<file path="src/design/hlc_pkg.sv">
// ----------------------------------------------------------------------------
// hlc_pkg
// Types and constants shared by the homogeneous line clipper modules.
// ----------------------------------------------------------------------------
`default_nettype none

package hlc_pkg;

    localparam int WORD_BITS = 32;
    localparam int FRAC_BITS = 16;
    // ratio t lies in [0, 1], so it needs one integer bit
    localparam int T_BITS    = FRAC_BITS + 1;
    // magnitudes of plane values and their differences
    localparam int UB        = WORD_BITS + 2;
    // coordinate difference between endpoints
    localparam int DW        = WORD_BITS + 1;
    localparam int PROD_BITS = DW + T_BITS;

    localparam logic [WORD_BITS-1:0] EPS = WORD_BITS'(1);

    localparam int STAGE_W     = 0;
    localparam int STAGE_COUNT = 7;

    typedef logic [WORD_BITS-1:0] word_t;
    typedef logic [3:0][WORD_BITS-1:0] point_t;

    typedef struct packed {
        word_t a_x;
        word_t a_y;
        word_t a_z;
        word_t a_w;
        word_t b_x;
        word_t b_y;
        word_t b_z;
        word_t b_w;
    } seg_in_t;

    typedef struct packed {
        logic  rejected;
        word_t out_a_x;
        word_t out_a_y;
        word_t out_a_z;
        word_t out_a_w;
        word_t out_b_x;
        word_t out_b_y;
        word_t out_b_z;
        word_t out_b_w;
    } seg_out_t;

    // segment as it moves through the back end
    typedef struct packed {
        point_t a;
        point_t b;
        logic   rej;
        logic   a_low;
        logic   b_low;
    } seg_t;

    // per-stage work item carried alongside the divider
    typedef struct packed {
        seg_t                   seg;
        logic                   act;
        logic                   sel_a;
        logic                   swap;
        logic [3:0][DW-1:0]     dmag;
        logic [3:0]             dneg;
    } work_t;

endpackage

`default_nettype wire

</file>
<file path="src/design/hlc_front.sv">
// ----------------------------------------------------------------------------
// hlc_front
// Input register: accepts segments and flags endpoints with w below epsilon.
// ----------------------------------------------------------------------------
`default_nettype none

module hlc_front
    import hlc_pkg::*;
(
    input  wire     clk,
    input  wire     rst_n,
    input  wire     push,
    output logic    full,
    input  seg_in_t item,
    output logic    q_push,
    input  wire     q_full,
    output seg_t    q_data
);

    logic fr_v_reg;
    logic fr_v_next;
    seg_t fr_reg;
    seg_t fr_next;
    logic acc;

    assign full   = fr_v_reg && q_full;
    assign acc    = push && !full;
    assign q_push = fr_v_reg && !q_full;
    assign q_data = fr_reg;

    always_comb
    begin
        fr_next.a     = {item.a_w, item.a_z, item.a_y, item.a_x};
        fr_next.b     = {item.b_w, item.b_z, item.b_y, item.b_x};
        fr_next.rej   = 1'b0;
        fr_next.a_low = item.a_w[WORD_BITS-1] || (item.a_w == '0);
        fr_next.b_low = item.b_w[WORD_BITS-1] || (item.b_w == '0);
    end

    always_comb
    begin
        fr_v_next = fr_v_reg;
        if (acc)
        begin
            fr_v_next = 1'b1;
        end
        else if (q_push)
        begin
            fr_v_next = 1'b0;
        end
    end

    always_ff @(posedge clk or negedge rst_n)
    begin
        if (!rst_n)
        begin
            fr_v_reg <= 1'b0;
        end
        else
        begin
            fr_v_reg <= fr_v_next;
        end
    end

    always_ff @(posedge clk)
    begin
        if (acc)
        begin
            fr_reg <= fr_next;
        end
    end

endmodule

`default_nettype wire

</file>
<file path="config.mk">
export PLATFORM = sky130hd
export DESIGN_NAME = hlc_front
export DESIGN_NICKNAME = d
export VERILOG_FILES = /design/src/design/hlc_pkg.sv /design/src/design/hlc_front.sv
export SDC_FILE = /design/constraint.sdc
export NUM_CORES = 1
export LEC_CHECK = 0
export ABC_AREA = 1
export ABC_CLOCK_PERIOD_IN_PS = 16300
export BUFFER_PORTS_ARGS = -buffer_cell sky130_fd_sc_hd__buf_2
export CORE_AREA = 2 2 205 207
export CTS_CLUSTER_SIZE = 30
export DETAILED_ROUTE_END_ITERATION = 8
export DIE_AREA = 0 0 207 209
export PLACE_DENSITY = 0.45
export SLEW_MARGIN = 20
export SYNTH_ARGS = -nofsm -noshare
export SYNTH_HDL_FRONTEND = slang
export SYNTH_SLANG_ARGS = --single-unit
</file>
<file path="constraint.sdc">
create_clock -name clk -period 16.3 [get_ports clk]
set_clock_uncertainty 0.1 [all_clocks]
set_input_delay 0.815 -clock clk [delete_from_list [all_inputs] [get_ports clk]]
set_output_delay 0.815 -clock clk [all_outputs]
set_load 0.005 [all_outputs]
</file>
==> Yosys cells after proc, flatten, opt, wreduce, memory -nomap -nowiden <==
Index checks and enable logic that the tools add are counted.
{ "word_totals": {"reg_bits": 259, "ramBits": 0, "romBits": 0, "latchBits": 0, "n_memories": 0} }
{ "classes": {"n_div": 0, "multipliers": 0, "shift": 0, "reduce_logical": 10, "bitwise": 0, "n_lt_le_gt_ge": 0, "n_addsub": 0, "mux": 2, "eq_ne": 0} }
{ "op_table": {"columns": ["operator", "count"], "rows": [
  ["$logic_not 32->1", 2],
  ["$logic_and 1x1->1", 3],
  ["$logic_not 1->1", 2],
  ["$logic_or 1x1->1", 2],
  ["$mux 1", 2],
  ["$reduce_bool 2->1", 1]
]} }

==> Depth between registers and ports, before layout <==
{ "depth": {"depth_word": 4, "mapped_depth": 5} }

==> Worst setup path before layout <==
No wires, ideal clock.
{ "synth_timing": {"kind": "in2reg", "startpoint": "in q_full", "endpoint": "reg fr_reg (netlist bit q_data[0]) (enable)", "n_path_buf": 0, "path_stages": 3, "required_time_ns": 15.315, "arrival_time_ns": 11.694, "setup_time_ns": 0.885, "setup_slack_ns": 3.622, "cell_sequence": "nand2_1 inv_1 nor2_1"} }
{ "synth_between": {"elab_chain_cells": 3} }
{ "synth_lines": {"columns": ["element", "line_no", "rtl"], "rows": [
  ["start, declared", "hlc_front.sv:16", "input wire q_full,"],
  ["$logic_and 1x1->1", "hlc_front.sv:26", "assign full = fr_v_reg && q_full;"],
  ["net full", "hlc_front.sv:13", "output logic full,"],
  ["$logic_not 1->1", "hlc_front.sv:27", "assign acc = push && !full;"],
  ["$logic_and 1x1->1", "hlc_front.sv:27", null],
  ["net acc", "hlc_front.sv:24", "logic acc;"],
  ["end signal, assigned", "hlc_front.sv:69", "fr_reg <= fr_next;"],
  ["end, declared", "hlc_front.sv:22", "seg_t fr_reg;"]
]} }
The timed path passes the listed nets, and every way through them passes these cells.
A chain may end at the register's enable or synchronous reset.

==> Final worst setup path <==
{ "layout_timing": {"startpoint": "in q_full", "endpoint": "reg fr_reg (netlist bit q_data[238]) (enable)"} }
{ "layout_between": {"elab_chain_cells": 3} }
{ "layout_lines": {"columns": ["element", "line_no"], "rows": [
  ["$logic_and 1x1->1", "hlc_front.sv:26"],
  ["$logic_not 1->1", "hlc_front.sv:27"],
  ["$logic_and 1x1->1", "hlc_front.sv:27"],
  ["net acc", "hlc_front.sv:24"]
]} }
The timed path passes the listed nets, and every way through them passes these cells.

==> metrics.cfg <==
[clock_network]
clock_tree.root_cell = sky130_fd_sc_hd__clkbuf_16
clk_pin_slew_worst_paths_ps = 60
worstSkewPairLatency_ps = 540
max-clock-path-buffers = 3
cts_sinks = 259
cts_htree_levels = 1
cts-buffers-inserted = 28
cts_tree = built

[placed_design]
post_dp_area_um2 = 11400
hpwl_um = 18400
globalplace.congestion = 0.770
port-buffer-count = 519

[grt]
grt_use_total = 0.103
global_route.overflow_total = 0
number_of_global_route_vias_before_repair = 5467
grt_pass1_wl_um = 33700
antenna_found_initial = 1
grt_start_max_net_pins = 181

[timing]
setup_viol = 0
whs_ps = 346
timing.max_slew.rel_slack = 0.318
report.final.hold_viol_count = 0
fmax_ghz = 0.337
period_needed_ps = 2970
grt_setup_unrepaired = no
timing_worst_slew_pin_value_ps = 1020
timing.setup.tns_ps = 0
final-max-slew-violation-count = 0
period_share = 0.182

[worst_setup_path]
timing.critical_path.arrival_ps = 3030
crit_path_cell_trace = buf_2 > nand2_1 > inv_1 > nor2_4 > buf_12 > buf_4
worst_setup_path_start_kind = primary input
worstPathMaxFanout = 180
critPathSlowestCell = sky130_fd_sc_hd__buf_4
cpPeakStageDelay_ps = 850
timing.critical_path.required_ps = 16360
timing.critical_path.to_type = register
path_class = primary input to register

[route]
vias_per_cell = 3.56
drt_iter0_drc = 165
remaining_number_of_nets_flagged_by_the_antenna_check_after_routing = 0
firstDrtPassIters = 4
finalWirelength_um = 23700
wl_per_cell_um = 16.5
dr_drc_count = 0
route.vias.total = 5124

[power_and_ir_drop]
ir_worst_vdd_mv = 0.0655
powerDensity_nw_per_um2 = 119
cellLeakagePower_nw = 5.04

[logic_synthesis]
synth.largest_area_cell = sky130_fd_sc_hd__edfxtp_1
synth_area_um2 = 8050
yosysMostFrequentCell = sky130_fd_sc_hd__edfxtp_1
number_of_flops_mapped_to_enable_cells_by_yosys = 258
ys_async_sr_fraction = 0.00386
synth_largest_type_area_fraction = 0.962
syn_inst = 332
syn-mean-instance-area_um2 = 24.3
synth.top_cells.by_area = sky130_fd_sc_hd__edfxtp_1 (96%), sky130_fd_sc_hd__nor2_1 (2.0%), sky130_fd_sc_hd__nand2_1 (1.0%)
synth_commonest_cells = sky130_fd_sc_hd__edfxtp_1 (258), sky130_fd_sc_hd__nor2_1 (42), sky130_fd_sc_hd__nand2_1 (22)
register_bit_total_from_synthesis = 259
ys_dominant_reg_cell = sky130_fd_sc_hd__edfxtp_1
synthesis.nets = 592
ys.warnings.count = 0
synth.distinct_cells = 8
synth-seq-area-share = 0.965

[floorplan]
die_height_um = 209
rows = 75
ios = 521
core_um2 = 41300
area_enclosed_by_the_die_boundary_um2 = 43300
initial_utilization = 0.195
fp.dieW_um = 207

[cells_and_area]
drive_gt1_frac = 0.615
syn_to_final_growth_pct = 50.9
largest_register_ff_count = 258
layout.cell_area.non_filler_um2 = 12200
finalNetCount = 1143
num_antenna_cells = 0

[status]
run_status = completed

[min_path]
worst_hold_path_type = primary input to register

[run]
maxCapViolCount = 0

## metal layers
| metal | part of all wire | global-route usage |
|---|---|---|
| met5 | 0.00055 | 0 |
| met4 | 0.030 | 0.0392 |
| met3 | 0.10 | 0.0418 |
| met2 | 0.50 | 0.176 |
| met1 | 0.37 | 0.115 |
## metrics by stage
step	worst slack (ps)	utilization	instances	power [mW]
2_1_floorplan	3620	-	332	0.835
5_1_grt	13140	0.294	1438	1.50
3_3_place_gp	12820	0.275	1391	0.900
4_1_cts	13350	0.294	1438	1.47
3_5_place_dp	12810	0.275	1391	0.901
6_report	13330	0.294	1438	1.44
## path summary, 6_finish.rpt
path / cells after the start / slack [ps] / start / endpoint
worst max-delay path: 6 / 13330 / q_full / q_data[238]
worst min-delay path: 1 / 350 / item[98] / q_data[5]
max in group asynchronous: 2 / 15530 / rst_n / fr_v_reg
worst max register to register: 5 / 13340 / fr_v_reg / q_data[238]
min in group asynchronous: 2 / 480 / rst_n / fr_v_reg
worst min register to register: 2 / 400 / fr_v_reg / fr_v_reg
## kinds of logic after synthesis
kind of cell | Yosys count | synth area share
DFF | 259 | 0.965
and+or+nand+nor | 64 | 0.0298
buffers and inverters | 6 | 0.00326
AOI/OAI and AO/OA | 2 | 0.00124
other | 1 | 0.000466
## layout make-up
cell class / count / area, µm²
Timing Repair Buffer: 522 / 2640
Sequential cell: 259 / 7770
Fill cell: 4274 / 29100
Multi-Input combinational cell: 67 / 262
Clock buffer: 37 / 756
Inverter: 5 / 18.8
Tap cell: 539 / 674
Clock inverter: 9 / 36.3
## report_power, final
part | internal [mW] | switching (mW)
clock network | 0.320 | 0.240
registers | 0.778 | 0.00897
logic | 0.0456 | 0.0513
total | 1.14 | 0.300
## layout by cell type (no fill, tap or decap)
| master | Yosys | final |
|---|---|---|
| sky130_fd_sc_hd__buf_12 | 0 | 1 |
| sky130_fd_sc_hd__clkinv_1 | 0 | 7 |
| sky130_fd_sc_hd__o21ai_1 | 2 | 2 |
| sky130_fd_sc_hd__conb_1 | 1 | 1 |
| sky130_fd_sc_hd__nor2_4 | 0 | 1 |
| sky130_fd_sc_hd__nor2_1 | 42 | 41 |
| sky130_fd_sc_hd__clkinv_2 | 0 | 2 |
| sky130_fd_sc_hd__dlygate4sd3_1 | 0 | 1 |
| sky130_fd_sc_hd__buf_2 | 0 | 519 |
| sky130_fd_sc_hd__dfrtp_1 | 1 | 1 |
| sky130_fd_sc_hd__buf_4 | 1 | 1 |
| sky130_fd_sc_hd__nand2_1 | 22 | 22 |
| sky130_fd_sc_hd__clkbuf_1 | 0 | 8 |
| sky130_fd_sc_hd__edfxtp_1 | 258 | 258 |
| sky130_fd_sc_hd__clkbuf_16 | 0 | 29 |
| sky130_fd_sc_hd__inv_1 | 5 | 5 |
## timing repair
item,4_1_cts,5_1_grt
gates resized for setup,0,0
hold buffers,1,0
buffers inserted,0,0
hold endpoints to repair,1,0
## worst max-delay path: cells and delay by family
family	cells	cell delay (ps)
AND/OR/NAND/NOR	2	220
buffers and inverters	4	1690
No activity file was read; power rests on OpenSTA's default activity.
