[config.mk]
export PLATFORM = sky130hd
export DESIGN_NAME = hlc_queue
export DESIGN_NICKNAME = d
export VERILOG_FILES = /design/src/design/hlc_pkg.sv /design/src/design/hlc_queue.sv
export SDC_FILE = /design/constraint.sdc
export NUM_CORES = 1
export LEC_CHECK = 0
export BUFFER_PORTS_ARGS = -buffer_cell sky130_fd_sc_hd__buf_2
export CAP_MARGIN = 5
export CORE_AREA = 2 2 270 272
export CTS_CLUSTER_DIAMETER = 60
export CTS_CLUSTER_SIZE = 24
export DETAILED_ROUTE_END_ITERATION = 8
export DIE_AREA = 0 0 272 274
export PLACE_DENSITY = 0.74
export RECOVER_POWER = 25
export REMOVE_ABC_BUFFERS = 1
export SLEW_MARGIN = 5
export SYNTH_ARGS = -nofsm -noshare
export SYNTH_HDL_FRONTEND = slang
export SYNTH_SLANG_ARGS = --single-unit
[constraint.sdc]
create_clock -name clk -period 7.9 [get_ports clk]
set_input_delay 0.395 -clock clk [delete_from_list [all_inputs] [get_ports clk]]
set_output_delay 0.395 -clock clk [all_outputs]
set_load 0.02 [all_outputs]
[src/design/hlc_pkg.sv]
// ----------------------------------------------------------------------------
// hlc_pkg
// Types and constants shared by the homogeneous line clipper modules.
// ----------------------------------------------------------------------------
`default_nettype none

package hlc_pkg;

    localparam int WORD_BITS = 32;
    localparam int FRAC_BITS = 16;
    // ratio t lies in [0, 1], so it needs one integer bit
    localparam int T_BITS    = FRAC_BITS + 1;
    // magnitudes of plane values and their differences
    localparam int UB        = WORD_BITS + 2;
    // coordinate difference between endpoints
    localparam int DW        = WORD_BITS + 1;
    localparam int PROD_BITS = DW + T_BITS;

    localparam logic [WORD_BITS-1:0] EPS = WORD_BITS'(1);

    localparam int STAGE_W     = 0;
    localparam int STAGE_COUNT = 7;

    typedef logic [WORD_BITS-1:0] word_t;
    typedef logic [3:0][WORD_BITS-1:0] point_t;

    typedef struct packed {
        word_t a_x;
        word_t a_y;
        word_t a_z;
        word_t a_w;
        word_t b_x;
        word_t b_y;
        word_t b_z;
        word_t b_w;
    } seg_in_t;

    typedef struct packed {
        logic  rejected;
        word_t out_a_x;
        word_t out_a_y;
        word_t out_a_z;
        word_t out_a_w;
        word_t out_b_x;
        word_t out_b_y;
        word_t out_b_z;
        word_t out_b_w;
    } seg_out_t;

    // segment as it moves through the back end
    typedef struct packed {
        point_t a;
        point_t b;
        logic   rej;
        logic   a_low;
        logic   b_low;
    } seg_t;

    // per-stage work item carried alongside the divider
    typedef struct packed {
        seg_t                   seg;
        logic                   act;
        logic                   sel_a;
        logic                   swap;
        logic [3:0][DW-1:0]     dmag;
        logic [3:0]             dneg;
    } work_t;

endpackage

`default_nettype wire

[src/design/hlc_queue.sv]
// ----------------------------------------------------------------------------
// hlc_queue
// Four-entry queue between front and back end.
// ----------------------------------------------------------------------------
`default_nettype none

module hlc_queue
    import hlc_pkg::*;
(
    input  wire   clk,
    input  wire   rst_n,
    input  wire   wr,
    input  seg_t  wr_data,
    output logic  q_full,
    input  wire   rd,
    output logic  q_empty,
    output seg_t  rd_data
);

    seg_t       mem_reg [4];
    logic [1:0] wp_reg;
    logic [1:0] rp_reg;
    logic [2:0] cnt_reg;
    logic [2:0] cnt_next;
    logic       do_wr;
    logic       do_rd;

    assign q_full  = (cnt_reg == 3'd4);
    assign q_empty = (cnt_reg == 3'd0);
    assign do_wr   = wr && !q_full;
    assign do_rd   = rd && !q_empty;
    assign rd_data = mem_reg[rp_reg];

    always_comb
    begin
        cnt_next = cnt_reg;
        if (do_wr && !do_rd)
        begin
            cnt_next = cnt_reg + 3'd1;
        end
        else if (do_rd && !do_wr)
        begin
            cnt_next = cnt_reg - 3'd1;
        end
    end

    always_ff @(posedge clk or negedge rst_n)
    begin
        if (!rst_n)
        begin
            wp_reg  <= 2'd0;
            rp_reg  <= 2'd0;
            cnt_reg <= 3'd0;
        end
        else
        begin
            cnt_reg <= cnt_next;
            if (do_wr)
            begin
                wp_reg <= wp_reg + 2'd1;
            end
            if (do_rd)
            begin
                rp_reg <= rp_reg + 2'd1;
            end
        end
    end

    always_ff @(posedge clk)
    begin
        if (do_wr)
        begin
            mem_reg[wp_reg] <= wr_data;
        end
    end

endmodule

`default_nettype wire

After elaboration in Yosys (flattened, before gate mapping). Memories as Yosys holds them, arrays and structs flattened. Index checks and enable logic that the tools add are counted.

Register bits: 7. Memory bits (writable): 1036. Input port bits: 263. Output and inout port bits: 261. Word-level logic and storage cells: 23. Memories: 1.

Memory list: mem_reg (depth 4, bits a word 259, read ports 1, clocked after Yosys merged registers in 0, write ports 1, line hlc_queue.sv:20) `seg_t mem_reg [4];`.

Add/sub/neg operators: 4. Eq/ne operators: 1. Muxes and demuxes: 4. Reductions and logical operators: 10.

Operators with widths (number): $mux W3 (2); $add A2 B1 Y2 const B (2); $logic_and A1 B1 Y1 (4); $logic_not A1 Y1 (4); $add A3 B1 Y3 const B (1); $eq A3 B3 Y1 const B (1); $logic_not A3 Y1 (1); $sub A3 B1 Y3 const B (1); $mux W1 (2); $reduce_bool A2 Y1 (1).

Logic depth before layout (Yosys ltp). Gate-level depths: netlist of run 1.

Depth in word-level cells: 7. Depth in mapped cells: 9. Mapped depth without buffers: 8.

Worst setup path after synthesis of run 1. No wires, ideal clock.

Path type: register to register. Start point: reg cnt_reg[2]. End point: mem mem_reg[0][0] (netlist name) (enable). Setup time: 0.653 ns. Arrival: 6.759 ns. Data required time: 7.247 ns. Slack: 0.488 ns. Cell stages (with the launch flop): 5. Path buffers: 1. Period minus slack after synthesis: 7.412 ns. Cells stage by stage: dfrtp_1 -> nor3b_1 -> nor2b_1 -> buf_2 -> and2_1.

Longest elaborated chain between the ends: 5.

Ends and longest elaborated chain: from (decl) (line hlc_queue.sv:23) `logic [2:0] cnt_reg;`; from (signal assigned) (line hlc_queue.sv:57) `cnt_reg <= cnt_next;`; $eq A3 B3 Y1 (line hlc_queue.sv:28) `assign q_full = (cnt_reg == 3'd4);`; net q_full (line hlc_queue.sv:14) `output logic q_full,`; $logic_not A1 Y1 (line hlc_queue.sv:30) `assign do_wr = wr && !q_full;`; $logic_and A1 B1 Y1 (line hlc_queue.sv:30); net do_wr (line hlc_queue.sv:25) `logic do_wr;`; $mux W1 (line hlc_queue.sv:71) `if (do_wr)`; $mux W1 (implied by the code) (line hlc_queue.sv:73) `mem_reg[wp_reg] <= wr_data;`; to (decl) (line hlc_queue.sv:20).

The timed path passes the listed nets, and every way through them passes these cells.

==> impl_metrics.yaml, run 1 <==
synthesis:
  syn_avg_cell_area_um2: 27.19
  syn-cell-area_mm2: 0.03777
  synthXorXnorAreaFrac: 0.001391
  seq_area_frac_synth: 0.8282
  synth_fa_ha_area_frac: 0.002186
  synth_warnings: 0
  synth-compound-area-share: 0
  yosys.area_share.simple: 0.001524
  synth_top_family_by_area: "multiplexers"
  yosysUniqueCellTypes: 19
  synth_mux_area_frac: 0.1550
  syn_inst: 1389
  synth_seq_cells: 1043
cells_and_area:
  final_cells: 3200
  largest_register_ffs: 1036
  utilization: 0.6369
  fill_cells: 4734
  drive_above_1_share: 0.3329
  layout.nets: 2458
  fin_area_mm2: 0.04584
  syn2layout_area_growth_pct: 21.36
floorplan:
  die_area_mm2: 0.07453
  rows: 99
  die_w_um: 272
  initial_core_util: 0.5249
  ios: 524
  dieHeight_um: 274
  core_mm2: 0.07197
drt:
  finalWirelength_um: 79060
  drt_iter0_markers: 1614
  wl_met2_um: 41510
  vias: 17940
  drt_first_pass_iters: 5
  drc_errors: 0
  wl_met3_um: 5973
  routedWlPerCell_um: 24.71
  vias_per_cell: 5.607
  final_antenna_net_count: 0
  wl_met1_um: 28600
  highest_layer: "met5"
sta:
  worst_clock_skew_ns: 0.02404
  rsz0062_at_grt: "no"
  fmax_mhz: 250.5
  period_minus_slack_ns: 3.992
  tightestPinTransition_ns: 1.176
  finalSetupViolCount: 0
  maxSlewViolCount: 0
  finalHoldViolations: 0
  fin_crit_sh: 0.5053
  whs_ns: 0.1922
  timing.final.ws_setup_ns: 3.908
  max_slew_margin: 0.2163
power:
  pwr_density_cell_mw_per_mm2: 364.3
  ir_drop_uv: 286.7
  power_leakage_uw: 0.01514
placed_design:
  dp_cells: 2824
  place_ws_ns: 4.534
  hpwl_um: 44940
  gp_congestion: 0.7441
  placed_cell_area_mm2: 0.04141
  io_buffer_count: 523
clocking:
  clkSinkCount: 1043
  clk_pin_slew_ns: 0.09
  post-cts-setup-buffers: 0
  cts_buffer_depth: 3
  cts-buffers-inserted: 61
  cts-root-buf: "clkbuf_16"
  cts_tree: "built"
  insertion_delay_ns: 0.64
  h-tree-depth: 2
setup_path:
  worstPathRequired_ns: 7.51
  crit_arrival_ns: 3.60
  end_kind: "primary output"
  criticalPathCategory: "reg -> out"
  startpoint_type: "register"
  critical_path.max_fanout: 109
hold_path:
  hold_class: "in -> async"
global_routing:
  grt_pass1_wl_um: 115600
  grt_overflow: 0
  antenna_found_initial: 10
  grtUsageTotal: 0.2078
  grt_max_degree: 136
  grt_pass1_vias: 18840
status:
  status: "completed"
flow_run:
  max-cap-violations: 0
-- worst max-delay path, cell delays in order, from the launching register on --
cell and delay, ns:
dfrtp_4 1.20, buf_12 0.75, mux4_2 0.64, buf_2 0.18
-- layout by cell type, fill, tap and decap left out, types with 6 or more instances in the layout --
cell / Yosys / routed
edfxtp_1: 1036 / 1036
buf_2: 30 / 370
dlygate4sd3_1: 0 / 261
mux4_2: 259 / 259
clkbuf_1: 7 / 158
clkbuf_16: 0 / 61
buf_12: 0 / 11
diode_2: 0 / 9
clkinv_1: 0 / 7
clkinv_8: 0 / 7
clkinv_2: 0 / 7
inv_6: 0 / 6
-- path summary, 6_finish.rpt --
path	endpoint	slack (ns)	start	cells after the start
worst max-delay path	rd_data[196]	3.91	rp_reg[0]	3
worst min-delay path	cnt_reg[1]	0.19	rst_n	2
worst max register to register	mem_reg[1][195]	4.68	cnt_reg[2]	4
worst min register to register	cnt_reg[2]	0.49	cnt_reg[2]	1
max in group asynchronous	rp_reg[1]	7.36	rst_n	2
min in group clk	wp_reg[0]	0.29	wr	3
-- per-layer routing --
layer	GRT usage	vias to the layer above
li1	-	7646
met1	0.2612	9428
met2	0.3534	693
met3	0.05263	168
met4	0.07634	6
met5	0	-
-- kinds of logic after synthesis --
logic type,after synthesis
fa+ha+maj,6
flops,1043
buf+inv,63
xor+xnor,6
simple gates,10
mux,261
-- timing repair --
| item | CTS | global route |
|---|---|---|
| hold buffers | 261 | 0 |
| gates resized for setup | 0 | 0 |
| endpoints found under the hold margin | 1044 | 0 |
-- synthesized netlist by cell type --
library cell,n,area share
fa_1,1,0.00053
nor2_1,1,0.000099
nand3_1,1,0.00013
mux4_2,259,0.15
mux2_2,2,0.00060
nor2b_1,1,0.00017
inv_1,4,0.00040
ha_1,5,0.0017
or3_1,1,0.00017
edfxtp_1,1036,0.82
nor3b_1,1,0.00020
nand2_1,1,0.000099
clkbuf_1,7,0.00070
xor2_1,2,0.00046
buf_6,22,0.0066
xnor2_1,4,0.00093
buf_2,30,0.0040
dfrtp_1,7,0.0046
and2_1,4,0.00066
-- final cells by class --
| class | instances | area [µm²] | area share |
|---|---|---|---|
| sequential | 1043 | 31290 | 0.6827 |
| multi-input combinational | 283 | 6058 | 0.1322 |
| timing repair buffer | 796 | 5266 | 0.1149 |
| clock buffer | 66 | 1545 | 0.03371 |
| tap | 959 | 1200 | 0.02618 |
| clock inverter | 40 | 439.2 | 0.009581 |
| antenna | 9 | 22.52 | 0.0004913 |
| inverter | 4 | 15.01 | 0.0003275 |
-- report_power, final --
group / leakage (µW) / internal, µW / switching (µW)
Combinational: 0.00460 / 2220 / 3420
Sequential: 0.00957 / 7300 / 390
Clock: 0.000970 / 1550 / 1820
-- metrics by stage --
| step | TNS, ns | power (µW) |
|---|---|---|
| 2_1_floorplan | -870.25 | 12050 |
| 3_3_place_gp | 0 | 13290 |
| 3_5_place_dp | 0 | 13400 |
| 4_1_cts | 0 | 16840 |
| 5_1_grt | 0 | 17380 |
| 6_report | 0 | 16700 |
Power figures use the tool's default switching activity.
==> run 2: changes to the inputs <==
clock period = 3.87 ns   (was 7.9 ns; I/O delays follow)
==> run 2 against run 1 <==
  * Worst setup slack got worse by 2.9 ns
  * Die area did not move
  * Clock skew rose by 0.0032 ns
  * Cell count rose by 0.84%
  * Global-route usage barely moved
  * Flip-flop and latch count did not move
==> impl_metrics.yaml, run 2 (synthesis results as in run 1) <==
placed_design:
  placed_cell_area_mm2: 0.04178
  hpwl_um: 47910
  io_buffer_count: 523
  gp_congestion: 0.7838
drt:
  vias: 17980
  drt_first_pass_iters: 6
  vias_per_cell: 5.571
  routedWlPerCell_um: 24.18
  drc_errors: 0
  final_antenna_net_count: 0
  finalWirelength_um: 78030
  drt_iter0_markers: 1454
sta:
  tightestPinTransition_ns: 0.8386
  fin_crit_sh: 0.7514
  period_minus_slack_ns: 2.908
  finalHoldViolations: 0
  worst_clock_skew_ns: 0.02723
  fmax_mhz: 343.9
  max_slew_margin: 0.4409
  finalSetupViolCount: 0
  maxSlewViolCount: 0
  whs_ns: 0.08097
  rsz0062_at_grt: "no"
  tns_ns: 0
setup_path:
  rr_startpoint: "cnt_reg[2]"
  endpoint: "rd_data[30]"
  r2r-end: "mem_reg[2][207]"
  ff2ff_setup_slack_ns: 1.30
  end_kind: "primary output"
  rr_worst_depth: 4
  worstPathRequired_ns: 3.68
  crit_arrival_ns: 2.71
  startpoint_type: "register"
  critical_path.max_fanout: 51
  criticalPathCategory: "reg -> out"
  startpoint: "rp_reg[0]"
cells_and_area:
  utilization: 0.6425
  syn2layout_area_growth_pct: 22.42
  fin_area_mm2: 0.04624
  drive_above_1_share: 0.3413
  layout.nets: 2487
  mostFrequentLayoutCell: "edfxtp_1"
  largest_register_ffs: 1036
  fill_cells: 4709
  final_cell_mix: "edfxtp_1 (1036), buf_2 (370), dlygate4sd3_1 (262), mux4_2 (259), clkbuf_1 (156)"
clocking:
  h-tree-depth: 2
  cts_tree: "built"
  cts-root-buf: "clkbuf_16"
  post-cts-setup-buffers: 0
  cts_buffer_depth: 3
  clk_pin_slew_ns: 0.09
  insertion_delay_ns: 0.64
  clkSinkCount: 1043
  cts-buffers-inserted: 60
status:
  status: "completed"
global_routing:
  grt_pass1_wl_um: 115900
  grt_overflow: 0
  use_met2: 0.3622
  grt-busiest-layer: "met2"
  grtUsageMet3: 0.05184
  grt_pass1_vias: 19100
  use_met1: 0.2588
  grtUsageTotal: 0.2075
  antenna_found_initial: 13
  grt_max_degree: 84
power:
  power_leakage_uw: 0.01533
  ir_drop_uv: 558.3
  pwr_density_cell_mw_per_mm2: 742.6
hold_path:
  hold_class: "in -> reg"
  hold_path_depth: 3
floorplan:
  rows: 99
  core_mm2: 0.07197
  die_area_mm2: 0.07453
  dieHeight_um: 274
  ios: 524
  die_w_um: 272
  initial_core_util: 0.5249
flow_run:
  max-cap-violations: 0
## run 2: changes by cell type in the layout (fill, tap and decap cells not counted), sizes merged
cell | previous run | this run
buf | 382 | 411
bufinv | 2 | 4
clkbuf | 219 | 217
clkinv | 23 | 16
clkinvlp | 1 | 5
dlygate4sd3 | 261 | 262
## run 2: layout make-up
| cell class | instances | area [µm²] | share of cell area |
|---|---|---|---|
| Inverter | 4 | 15.01 | 0.0003247 |
| Sequential cell | 1043 | 31290 | 0.6767 |
| Tap cell | 959 | 1200 | 0.02595 |
| Antenna cell | 9 | 22.52 | 0.0004871 |
| Clock inverter | 39 | 470.5 | 0.01017 |
| Multi-Input combinational cell | 283 | 6058 | 0.1310 |
| Clock buffer | 64 | 1538 | 0.03325 |
| Timing Repair Buffer | 826 | 5644 | 0.1221 |
## run 2: power by group
part           total [µW]  switching [µW]  internal [µW]
sequential          15500             670          14900
clock                6910            3640           3280
combinational       11900            7140           4750
## run 2: through the flow
stage | cells | power [µW] | setup slack (ns)
after global placement | 2853 | 27410 | 1.359
after detailed placement | 2853 | 27650 | 1.264
after floorplan | 1330 | 22010 | -7.170
final | 3227 | 34340 | 0.9622
after CTS | 3218 | 34750 | 0.8534
after global routing | 3225 | 35710 | 0.7882
## run 2: worst min path at each step
stage | from | endpoint | slack (ns)
after floorplan | rst_n | cnt_reg[0] | -0.10
after global placement | rst_n | wp_reg[1] | 0.04
after detailed placement | rst_n | wp_reg[0] | 0.04
after CTS | wr | wp_reg[0] | 0.05
after global routing | wr | wp_reg[0] | 0.09
final | wr | wp_reg[0] | 0.08
## run 2: worst max-delay path: stages, from the launching register on
cell and delay (ns):
dfrtp_4 0.79, buf_12 0.44, mux4_2 0.60, buf_2 0.20
## run 2: layer usage
| metal | vias up | wire length, µm |
|---|---|---|
| met2 | 667 | 41240 |
| met5 | - | 64 |
| li1 | 7701 | - |
| met4 | 10 | 2339 |
| met3 | 133 | 5691 |
| met1 | 9467 | 28690 |
## run 2: timing repair
action | in CTS | in global routing
resized for setup | 0 | 0
hold buffers | 262 | 0
hold endpoints to repair | 1045 | 0
==> run 3: changes to the inputs <==
CORE_AREA = 2 2 276 278   (was 2 2 270 272)
DIE_AREA = 0 0 278 280   (was 0 0 272 274)
clock period = 2.55 ns   (was 3.87 ns; I/O delays follow)
==> run 3 against run 2 <==
  * Via count increased by 1.1%
  * Critical path depth increased by 1
  * Cell area increased by 1.7%
  * Flip-flop and latch count unchanged
  * Cell count increased by 2.0%
  * Highest routed layer unchanged
==> impl_metrics.yaml, run 3 (synthesis results as in run 1) <==
cells_and_area:
  fill_cells: 4915
  final_cell_mix: "edfxtp_1 (1036), buf_2 (360), dlygate4sd3_1 (263), mux4_2 (259), clkbuf_1 (169)"
  utilization: 0.6254
  seq_area_mm2: 0.03129
  mostFrequentLayoutCell: "edfxtp_1"
  largest_register_ffs: 1036
  layout.nets: 2538
  multi_input_area_mm2: 0.006058
  syn2layout_area_growth_pct: 24.50
  drive_above_1_share: 0.3507
sta:
  max_slew_margin: 0.7151
  tns_ns: 0
  finalHoldViolations: 0
  rsz0062_at_grt: "yes"
  fin_crit_sh: 0.9784
  period_minus_slack_ns: 2.495
  maxSlewViolCount: 0
  worst_clock_skew_ns: 0.02410
  tightestPinTransition_ns: 0.4273
  timing.final.ws_setup_ns: 0.05509
  fmax_mhz: 400.8
  finalSetupViolCount: 0
clocking:
  clk_pin_slew_ns: 0.09
  clkSinkCount: 1043
  cts_buffer_depth: 3
  h-tree-depth: 2
  cts_tree: "built"
  cts-root-buf: "clkbuf_16"
  cts-buffers-inserted: 59
  insertion_delay_ns: 0.66
global_routing:
  grt_pass1_wl_um: 118500
  antenna_found_initial: 7
  grtUsageTotal: 0.2021
  grt_max_degree: 68
  grt_pass1_vias: 19500
  grt_overflow: 0
setup_path:
  endpoint: "rd_data[4]"
  criticalPathCategory: "reg -> out"
  crit_arrival_ns: 2.37
  end_kind: "primary output"
  crit_chain: "buf_16, bufbuf_16, mux4_2, buf_2"
  r2r-end: "cnt_reg[2]"
  rr_worst_depth: 8
  slowest_stage: "mux4_2"
  startpoint_type: "register"
  startpoint: "rp_reg[0]"
  critical_path.max_fanout: 13
  rr_startpoint: "cnt_reg[0]"
  worstPathRequired_ns: 2.42
  ff2ff_setup_slack_ns: 0.40
  max_stage_delay_ns: 0.51
power:
  p_comb_frac: 0.370
  power_frac_clock: 0.191
  pwr_density_cell_mw_per_mm2: 1131
  p_sw_uw: 17790
  p_int_uw: 35390
  swShare: 0.3345
  power_uw: 53190
  power_leakage_uw: 0.01570
  ir_drop_uv: 795.6
  power.share.sequential: 0.439
drt:
  drt_iter0_markers: 1308
  vias: 18170
  final_antenna_net_count: 0
  vias_per_cell: 5.522
  drc_errors: 0
  finalWirelength_um: 80170
  routedWlPerCell_um: 24.36
  drt_first_pass_iters: 5
hold_path:
  hold_class: "in -> reg"
  min_from: "wr_data[81]"
floorplan:
  ios: 524
  initial_core_util: 0.5024
  core_mm2: 0.07519
  die_area_mm2: 0.07784
  dieHeight_um: 280
  rows: 101
  die_w_um: 278
placed_design:
  place_ws_ns: 0.4305
  gp_congestion: 0.7805
  hpwl_um: 50590
  io_buffer_count: 523
flow_run:
  max-cap-violations: 0
status:
  status: "completed"
[run 3: cell types whose count changed in the layout (fill, tap and decap cells not counted), moves of 3 or more]
cell	previous run	this run
buf_6	0	8
buf_16	0	7
clkinv_8	5	11
buf_4	18	34
diode_2	9	6
bufinv_16	4	1
buf_12	23	40
clkinv_1	7	3
clkbuf_1	156	169
buf_2	370	360
bufbuf_16	0	3
[run 3: worst min path at each step]
stage | cells past startpoint | slack, ns | to
floorplan | 0 | -0.17 | cnt_reg[0]
global placement | 1 | -0.03 | wp_reg[1]
detailed placement | 1 | -0.02 | wp_reg[1]
CTS | 2 | 0.17 | mem_reg[3][60]
global route | 2 | 0.25 | mem_reg[3][233]
finish | 2 | 0.25 | mem_reg[1][81]
[run 3: layer usage]
metal | part of all wire | global-route usage
met1 | 0.38 | 0.2546
met5 | 0.00056 | 0
met4 | 0.032 | 0.06528
met2 | 0.53 | 0.3535
met3 | 0.063 | 0.04205
[run 3: power groups by stage]
stage          clock [µW]  combinational, µW  sequential, µW
3_5_place_dp            0              18900           23700
2_1_floorplan           0               5870           23800
5_1_grt             10900              20700           23600
4_1_cts             10400              19900           23300
3_3_place_gp            0              18900           23500
6_report            10200              19700           23300
[run 3: stage by stage]
step / instance area [µm²] / cells / hold WS [ns]
3_5_place_dp: 42410 / 2915 / -0.02390
5_1_grt: 47020 / 3290 / 0.2476
6_report: 47030 / 3291 / 0.2490
3_3_place_gp: 42410 / 2915 / -0.02839
4_1_cts: 47170 / 3284 / 0.1708
2_1_floorplan: 37350 / 1330 / -0.1681
[run 3: layout make-up]
type | instances | area share
repair buffers | 878 | 0.1385
flip-flops and latches | 1043 | 0.6654
diodes | 6 | 0.0003193
inverters | 4 | 0.0003193
clock inverters | 32 | 0.008514
clock buffers | 67 | 0.03203
well taps | 978 | 0.02602
multi-input cells | 283 | 0.1288
[run 3: repair_timing]
item                                    CTS  global route
gates resized for setup                  13             6
endpoints found under the hold margin  1047             0
hold buffers                            263             0
gates cloned                              4             1
setup endpoints to repair               197            49
setup buffers                             3             0
[run 3: worst max-delay path, delay by kind of cell, from the launching register on]
family	cells	cell delay (ns)
buf+inv	3	0.71
flops	1	0.48
mux	1	0.51
